==> src/ima_pkg.sv <==
package ima_pkg;

  localparam int Channels     = 7;
  localparam int MaxWindowDef = 32;
  localparam int SampleW      = 16;
  localparam int WinW         = 6;

  localparam logic [WinW-1:0] WinReset = 6'd8;

  typedef struct packed {
    logic signed [SampleW-1:0] accel_x;
    logic signed [SampleW-1:0] accel_y;
    logic signed [SampleW-1:0] accel_z;
    logic signed [SampleW-1:0] temperature;
    logic signed [SampleW-1:0] gyro_x;
    logic signed [SampleW-1:0] gyro_y;
    logic signed [SampleW-1:0] gyro_z;
  } ima_in_t;

  typedef struct packed {
    logic signed [SampleW-1:0] avg_accel_x;
    logic signed [SampleW-1:0] avg_accel_y;
    logic signed [SampleW-1:0] avg_accel_z;
    logic signed [SampleW-1:0] avg_temperature;
    logic signed [SampleW-1:0] avg_gyro_x;
    logic signed [SampleW-1:0] avg_gyro_y;
    logic signed [SampleW-1:0] avg_gyro_z;
  } ima_out_t;

  // Control strobes broadcast from the sequencer to every lane.
  typedef struct packed {
    logic wr_en;
    logic rd_en;
    logic acc_clr;
    logic div_start;
  } ima_lane_ctrl_t;

endpackage

==> src/ima_ram.sv <==
module ima_ram #(
  parameter int Width = 16,
  parameter int Depth = 32
) (
  input  logic                     clk_i,
  input  logic                     we_i,
  input  logic [$clog2(Depth)-1:0] waddr_i,
  input  logic [Width-1:0]         wdata_i,
  input  logic                     re_i,
  input  logic [$clog2(Depth)-1:0] raddr_i,
  output logic [Width-1:0]         rdata_o
);

  logic [Width-1:0] mem_q [Depth];
  logic [Width-1:0] rdata_q;

  always_ff @(posedge clk_i) begin
    if (we_i) begin
      mem_q[waddr_i] <= wdata_i;
    end
    if (re_i) begin
      rdata_q <= mem_q[raddr_i];
    end
  end

  assign rdata_o = rdata_q;

endmodule

==> src/ima_lane.sv <==
module ima_lane
  import ima_pkg::*;
#(
  parameter int MaxWindow = MaxWindowDef
) (
  input  logic                         clk_i,
  input  logic                         rst_ni,
  input  ima_lane_ctrl_t               ctrl_i,
  input  logic [$clog2(MaxWindow)-1:0] wr_addr_i,
  input  logic [SampleW-1:0]           wr_data_i,
  input  logic [$clog2(MaxWindow)-1:0] rd_addr_i,
  input  logic [$clog2(MaxWindow+1)-1:0] den_i,
  output logic [SampleW-1:0]           res_o,
  output logic                         done_o
);

  localparam int PtrW = $clog2(MaxWindow);
  localparam int CntW = $clog2(MaxWindow + 1);
  localparam int SumW = SampleW + PtrW;
  localparam int ItW  = $clog2(SumW);

  logic [SampleW-1:0] rd_data;
  logic               dv_q;
  logic [SumW-1:0]    acc_q, acc_d;
  logic               busy_q, busy_d;
  logic               done_q, done_d;
  logic [ItW-1:0]     it_q, it_d;
  logic               neg_q, neg_d;
  logic [SumW-1:0]    quo_q, quo_d;
  logic [CntW-1:0]    rem_q, rem_d;
  logic [SampleW-1:0] res_q, res_d;
  logic [CntW:0]      trial;
  logic               ge;
  logic [SumW-1:0]    shifted;
  logic [SumW-1:0]    acc_mag;

  ima_ram #(
    .Width(SampleW),
    .Depth(MaxWindow)
  ) u_hist (
    .clk_i  (clk_i),
    .we_i   (ctrl_i.wr_en),
    .waddr_i(wr_addr_i),
    .wdata_i(wr_data_i),
    .re_i   (ctrl_i.rd_en),
    .raddr_i(rd_addr_i),
    .rdata_o(rd_data)
  );

  assign acc_mag = acc_q[SumW-1] ? (~acc_q + 1'b1) : acc_q;
  assign trial   = {rem_q, quo_q[SumW-1]};
  assign ge      = trial >= {1'b0, den_i};
  assign shifted = {quo_q[SumW-2:0], ge};

  always_comb begin
    acc_d  = acc_q;
    busy_d = busy_q;
    done_d = 1'b0;
    it_d   = it_q;
    neg_d  = neg_q;
    quo_d  = quo_q;
    rem_d  = rem_q;
    res_d  = res_q;
    if (ctrl_i.acc_clr) begin
      acc_d = '0;
    end else if (dv_q) begin
      acc_d = acc_q + {{(SumW-SampleW){rd_data[SampleW-1]}}, rd_data};
    end
    if (ctrl_i.div_start) begin
      // Divide the magnitude and restore the sign, which truncates toward zero.
      neg_d  = acc_q[SumW-1];
      quo_d  = acc_mag;
      rem_d  = '0;
      it_d   = '0;
      busy_d = 1'b1;
    end else if (busy_q) begin
      quo_d = shifted;
      rem_d = ge ? CntW'(trial - {1'b0, den_i}) : trial[CntW-1:0];
      it_d  = it_q + 1'b1;
      if (it_q == ItW'(SumW - 1)) begin
        busy_d = 1'b0;
        done_d = 1'b1;
        res_d  = neg_q ? (~shifted[SampleW-1:0] + 1'b1) : shifted[SampleW-1:0];
      end
    end
  end

  always_ff @(posedge clk_i or negedge rst_ni) begin
    if (!rst_ni) begin
      dv_q   <= 1'b0;
      busy_q <= 1'b0;
      done_q <= 1'b0;
      it_q   <= '0;
    end else begin
      dv_q   <= ctrl_i.rd_en;
      busy_q <= busy_d;
      done_q <= done_d;
      it_q   <= it_d;
    end
  end

  always_ff @(posedge clk_i) begin
    acc_q <= acc_d;
    neg_q <= neg_d;
    quo_q <= quo_d;
    rem_q <= rem_d;
    res_q <= res_d;
  end

  assign res_o  = res_q;
  assign done_o = done_q;

endmodule

==> config.mk <==
export PLATFORM = sky130hd
export DESIGN_NAME = ima_lane
export DESIGN_NICKNAME = d
export VERILOG_FILES = /design/src/ima_pkg.sv /design/src/ima_ram.sv /design/src/ima_lane.sv
export SDC_FILE = /design/constraint.sdc
export NUM_CORES = 1
export LEC_CHECK = 0
export BUFFER_PORTS_ARGS = -buffer_cell sky130_fd_sc_hd__buf_4
export CORE_ASPECT_RATIO = 1.1
export CORE_MARGIN = 2
export CORE_UTILIZATION = 50
export DETAILED_ROUTE_END_ITERATION = 12
export PLACE_DENSITY = 0.65
export SLEW_MARGIN = 20
export SYNTH_ARGS = -nofsm -noshare
export SYNTH_HDL_FRONTEND = slang
export SYNTH_HIERARCHICAL = 1
export SYNTH_SLANG_ARGS = --single-unit
==> constraint.sdc <==
create_clock -name clk_i -period 2.54 [get_ports clk_i]
set_input_delay 0.508 -clock clk_i [delete_from_list [all_inputs] [get_ports clk_i]]
set_output_delay 0.508 -clock clk_i [all_outputs]
set_load 0.005 [all_outputs]
==> results.sh, run 1 <==
export IMPL_setup_worst_path_start_class="register"
export IMPL_cts_tree="built"
export IMPL_insertion_delay_ns=0.63
export IMPL_hold_viol=0
export IMPL_synth_cell_types=68
export IMPL_dr_pass1_iters=6
export IMPL_io_pins=55
export IMPL_fmax_mhz=400
export IMPL_drt_initial_drc_count=1045
export IMPL_num_rows=86
export IMPL_antenna_found_initial=0
export IMPL_ys_seq_area_frac=0.700
export IMPL_clk_pin_slew_worst_paths_ns=0.06
export IMPL_worst_setup_path_end_kind="register"
export IMPL_ys_ff_latch=601
export IMPL_synthSimpleGateAreaFrac=0.0536
export IMPL_syn_nets=1684
export IMPL_synth_adder_area_share=0.0164
export IMPL_vias=14186
export IMPL_start_util=0.506
export IMPL_avgSynthCellArea_um2=15.7
export IMPL_relSlewSlack=0.518
export IMPL_grt_ovfl_total=0
export IMPL_skew_ns=0.0110
export IMPL_path_max_fanout=3
export IMPL_synth_main_ff_cell="edfxtp_1"
export IMPL_track_usage=0.220
export IMPL_hold_class="input pin to register"
export IMPL_final_nets=1829
export IMPL_area_growth_syn_to_layout_pct=14.5
export IMPL_fillers=3837
export IMPL_timing_final_max_slew_violations=0
export IMPL_synthCells=1614
export IMPL_drive_above_1_share=0.160
export IMPL_fin_crit_sh=0.984
export IMPL_whs_ns=0.146
export IMPL_dp_hpwl_um=35300
export IMPL_drv_cap=0
export IMPL_p_per_area_nw_per_um2=799
export IMPL_min_period_ns=2.50
export IMPL_cellLeakagePower_nw=10.6
export IMPL_final_cell_mix="566 x edfxtp_1, 272 x mux2i_1, 148 x buf_4"
export IMPL_clockBufferDepth=3
export IMPL_rsz0062_at_grt="true"
export IMPL_outcome="finished, final reports clean"
export IMPL_fp_dieArea_um2=52500
export IMPL_worstPathRequired_ns=2.92
export IMPL_cts_buffers=60
export IMPL_grt_max_degree=47
export IMPL_wire_per_inst_um=23.0
export IMPL_core_area_um2=50000
export IMPL_cts_sinks=601
export IMPL_grt_pass1_vias=14327
export IMPL_synth_edf_count=566
export IMPL_cts_root_buf="clkbuf_16"
export IMPL_synth_top_family_by_area="multiplexers"
export IMPL_layout_commonest_cell="edfxtp_1"
export IMPL_synth_area_um2=25300
export IMPL_gp_congestion=0.819
export IMPL_ir_drop_mv=0.613
export IMPL_setup_violations=0
export IMPL_path_class="register to register"
export IMPL_crit_arrival_ns=2.88
export IMPL_wirelength_um=56900
export IMPL_synth_compound_area_frac=0.0709
export IMPL_drcViolationCount=0
export IMPL_async_flop_share=0.0133
export IMPL_synth_warnings=6
export IMPL_synthMuxAreaShare=0.112
export IMPL_die_x_um=219
export IMPL_grt_pass1_wl_um=86000
export IMPL_pre_cts_slack_ns=-0.149
export IMPL_avgViaCountPerCell=5.75
export IMPL_fin_ws_ns=0.0404
export IMPL_ant_nets=0
export IMPL_synth_xor_area_frac=0.0197
export IMPL_chipHeight_um=240
export IMPL_numPortBuffers=54
export IMPL_cts_htree_levels=2
export IMPL_tightestPinTransition_ns=0.720
==> through the flow <==
| stage | area [um2] | setup TNS [ns] | std cells | utilization | total power [mW] |
|---|---|---|---|---|---|
| detailed placement | 27000 | -0.591 | 2353 | 0.540 | 14.7 |
| finish | 29000 | 0 | 2468 | 0.580 | 23.2 |
| global route | 29000 | -0.0362 | 2467 | 0.580 | 24.1 |
| floorplan | 25300 | -0.00683 | 1614 | - | 13.7 |
| CTS | 28900 | 0 | 2464 | 0.579 | 23.3 |
| global placement | 27000 | -0.141 | 2353 | 0.540 | 14.7 |
==> metal layers <==
| layer | vias to the layer above | GRT usage | wire length (um) |
|---|---|---|---|
| met4 | 0 | 0.0810 | 1950 |
| met2 | 365 | 0.379 | 28800 |
| met3 | 100 | 0.0320 | 2690 |
| met1 | 7140 | 0.284 | 23500 |
| li1 | 6581 | - | - |
| met5 | - | 0 | 0 |
==> report_power, final <==
part           internal [mW]  switching [mW]  total [mW]
sequential              11.3           0.266        11.5
combinational           1.35            1.71        3.06
clock                   4.86            3.71        8.57
total                   17.5            5.68        23.2
==> path summary, 6_finish.rpt <==
check	from	end	slack [ns]	cells after the start
hold reg to reg	rem_q[1]	rem_q[1]	0.51	2
setup reg to reg	quo_q[9]	res_o[15]	0.04	6
max in group asynchronous	rst_ni	dv_q	2.16	2
min in group asynchronous	rst_ni	done_o	0.25	2
hold / removal	ctrl_i[2]	dv_q	0.15	1
setup / recovery	quo_q[9]	res_o[15]	0.04	6
==> layout make-up <==
type / count / area, um2 / area share
multi-input cells: 908 / 6980 / 0.241
flip-flops and latches: 601 / 17700 / 0.612
inverters: 20 / 75.1 / 0.00259
well taps: 660 / 826 / 0.0285
repair buffers: 168 / 1500 / 0.0516
clock inverters: 33 / 319 / 0.0110
diodes: 1 / 2.50 / 0.0000863
clock buffers: 77 / 1570 / 0.0540
==> state kept, by name, indices dropped and copies added, names as in the netlist <==
signal          count
busy_q              1
neg_q               1
done_o              1
acc_q              21
rem_q               6
quo_q              21
dv_q                1
u_hist/mem_q      512
res_o              16
u_hist/rdata_o     16
it_q                5
==> logic make-up (layout without fill, tap and decap cells) <==
family,Yosys count,in the layout
compound gates,261,261
mux,282,282
xor+xnor,57,57
flops,601,601
fa+ha+maj,32,32
other cells,0,1
buf+inv,105,298
simple gates,276,276
==> synthesized netlist by cell type, types with 4 or more instances <==
cell        n  area, um2
clkbuf_1   26       97.6
buf_6       6       67.6
nand3b_1    5       37.5
xnor2_1    33        289
inv_1      20       75.1
a22o_1     41        359
o31ai_1    10       75.1
edfxtp_1  566      17000
nand3_1    43        215
buf_8       6       90.1
dfrtp_1     8        200
dfxtp_1    27        541
buf_2      20        100
a31oi_1    17        106
mux2_2     10        113
nor2_1     81        304
nand2b_1    8       50.1
nand4_1    22        138
nand2_1    61        229
a211oi_1    9       67.6
o21a_1      4       30.0
mux2i_1   272       2720
buf_12      5        100
a21oi_1    64        320
xor2_1     24        210
a22oi_1    64        480
ha_1       30        375
nor3_1     17       85.1
or3_1       9       56.3
nor2b_1     6       37.5
buf_4      19        143
a21o_1      9       67.6
o21ai_0    22        110
==> what timing repair did <==
item	4_1_cts	5_1_grt
setup endpoints to repair	2	10
hold buffers	1	0
buffers inserted	0	3
pin swaps	3	3
gates resized for setup	2	8
hold endpoints to repair	8	0
==> critical path, stage by stage, from the launching register on <==
cell      delay [ns]
edfxtp_1        0.41
or4_4           0.57
or3_1           0.36
or2_0           0.24
or4_1           0.41
o21ai_1         0.19
xnor2_1         0.08
No activity file was read; power rests on OpenSTA's default activity.
==> run 2: changes to the inputs <==
--- a/config.mk
+++ b/config.mk
@@ -11,6 +11,7 @@
 export CORE_UTILIZATION = 50
 export DETAILED_ROUTE_END_ITERATION = 12
 export PLACE_DENSITY = 0.65
+export SETUP_SLACK_MARGIN = 0.3
 export SLEW_MARGIN = 20
 export SYNTH_ARGS = -nofsm -noshare
 export SYNTH_HDL_FRONTEND = slang
==> results.sh, run 2 (same netlist as run 1, synthesis figures left out) <==
export IMPL_crit_arrival_ns=2.80
export IMPL_dr_pass1_iters=5
export IMPL_core_area_um2=50000
export IMPL_cts_buffers=59
export IMPL_numPortBuffers=54
export IMPL_num_rows=86
export IMPL_wirelength_um=58200
export IMPL_wire_per_inst_um=23.4
export IMPL_cellLeakagePower_nw=10.7
export IMPL_fp_dieArea_um2=52500
export IMPL_final_cell_mix="566 x edfxtp_1, 272 x mux2i_1, 164 x buf_4"
export IMPL_final_nets=1846
export IMPL_clk_pin_slew_worst_paths_ns=0.06
export IMPL_clockBufferDepth=3
export IMPL_largest_reg_flops=512
export IMPL_setup_violations=0
export IMPL_io_pins=55
export IMPL_largestRegisters="u_hist/mem_q x512, acc_q x21, quo_q x21"
export IMPL_tightestPinTransition_ns=0.714
export IMPL_fin_ws_ns=0.108
export IMPL_timing_final_max_slew_violations=0
export IMPL_insertion_delay_ns=0.63
export IMPL_avgViaCountPerCell=5.79
export IMPL_fmax_mhz=411
export IMPL_grt_pass1_vias=14299
export IMPL_chipHeight_um=240
export IMPL_rsz0062_at_grt="true"
export IMPL_final_area_um2=29400
export IMPL_p_per_area_nw_per_um2=797
export IMPL_layout_commonest_cell="edfxtp_1"
export IMPL_ir_drop_mv=0.779
export IMPL_outcome="finished, final reports clean"
export IMPL_cts_htree_levels=2
export IMPL_largest_register="u_hist/mem_q"
export IMPL_relSlewSlack=0.522
export IMPL_drive_above_1_share=0.195
export IMPL_path_max_fanout=2
export IMPL_grt_pass1_wl_um=86500
export IMPL_drt_initial_drc_count=1207
export IMPL_drv_cap=0
export IMPL_ant_nets=0
export IMPL_drcViolationCount=0
export IMPL_totalPowerFinal_mw=23.4
export IMPL_vias=14393
export IMPL_hold_class="input pin to register"
export IMPL_skew_ns=0.0144
export IMPL_grt_max_degree=39
export IMPL_cts_root_buf="clkbuf_16"
export IMPL_grt_ovfl_total=0
export IMPL_gp_congestion=0.811
export IMPL_cts_tree="built"
export IMPL_die_x_um=219
export IMPL_fin_crit_sh=0.957
export IMPL_hold_viol=0
export IMPL_min_period_ns=2.43
export IMPL_start_util=0.506
export IMPL_track_usage=0.223
export IMPL_worst_setup_path_end_kind="register"
export IMPL_path_class="register to register"
export IMPL_dp_hpwl_um=35700
export IMPL_area_growth_syn_to_layout_pct=16.1
export IMPL_placed_cell_area_um2=27100
export IMPL_setup_worst_path_start_class="register"
export IMPL_pre_cts_slack_ns=0.0898
export IMPL_whs_ns=0.180
export IMPL_antenna_found_initial=0
export IMPL_n_antenna_cell=0
export IMPL_fin_tns_setup_ns=0
export IMPL_cts_sinks=601
export IMPL_worstPathRequired_ns=2.91
run 2: final cells by class:
cell class | count | area, um2
fill | 3840 | 20600
sequential | 601 | 17700
multi-input combinational | 908 | 7260
timing repair buffer | 186 | 1640
clock buffer | 71 | 1520
tap | 660 | 826
clock inverter | 39 | 325
inverter | 20 | 77.6
run 2: worst paths after layout:
| path | endpoint | start | depth (start not counted) | slack [ns] |
|---|---|---|---|---|
| worst max-delay path | res_o[15] | quo_q[7] | 6 | 0.11 |
| worst min-delay path | dv_q | ctrl_i[2] | 1 | 0.18 |
| worst max register to register | res_o[15] | quo_q[7] | 6 | 0.11 |
| worst min register to register | rem_q[3] | rem_q[3] | 2 | 0.50 |
| max in group asynchronous | it_q[2] | rst_ni | 2 | 2.14 |
| min in group asynchronous | done_o | rst_ni | 2 | 0.25 |
run 2: critical path: stages (launching register included):
cell      delay [ns]
edfxtp_1        0.40
or4_4           0.55
or3_4           0.36
or2_0           0.22
or4_1           0.42
o21ai_2         0.15
xnor2_1         0.08
run 2: metal layers:
metal / up-vias / global-route usage / part of all wire
li1: 6627 / - / -
met1: 7246 / 0.288 / 0.41
met2: 415 / 0.383 / 0.50
met3: 105 / 0.0293 / 0.056
met4: 0 / 0.0878 / 0.033
met5: - / 0 / 0
run 2: repair_timing:
| action | 4_1_cts | 5_1_grt |
|---|---|---|
| resized for setup | 24 | 33 |
| hold endpoints to repair | 8 | 0 |
| pin swaps | 9 | 24 |
| buffers inserted | 9 | 18 |
| hold buffers | 1 | 0 |
| setup endpoints to repair | 20 | 29 |
run 2: report_power, final:
group          internal, mW  total, mW  switching [mW]  leakage [nW]
combinational          1.61       3.49            1.88          4.27
sequential             11.3       11.6           0.311          5.48
clock                  4.68       8.33            3.65         0.899
run 2: stage by stage:
stage / util / cells
after floorplan: - / 1614
after global placement: 0.541 / 2347
after detailed placement: 0.541 / 2347
after CTS: 0.582 / 2467
after global routing: 0.587 / 2485
final: 0.587 / 2485
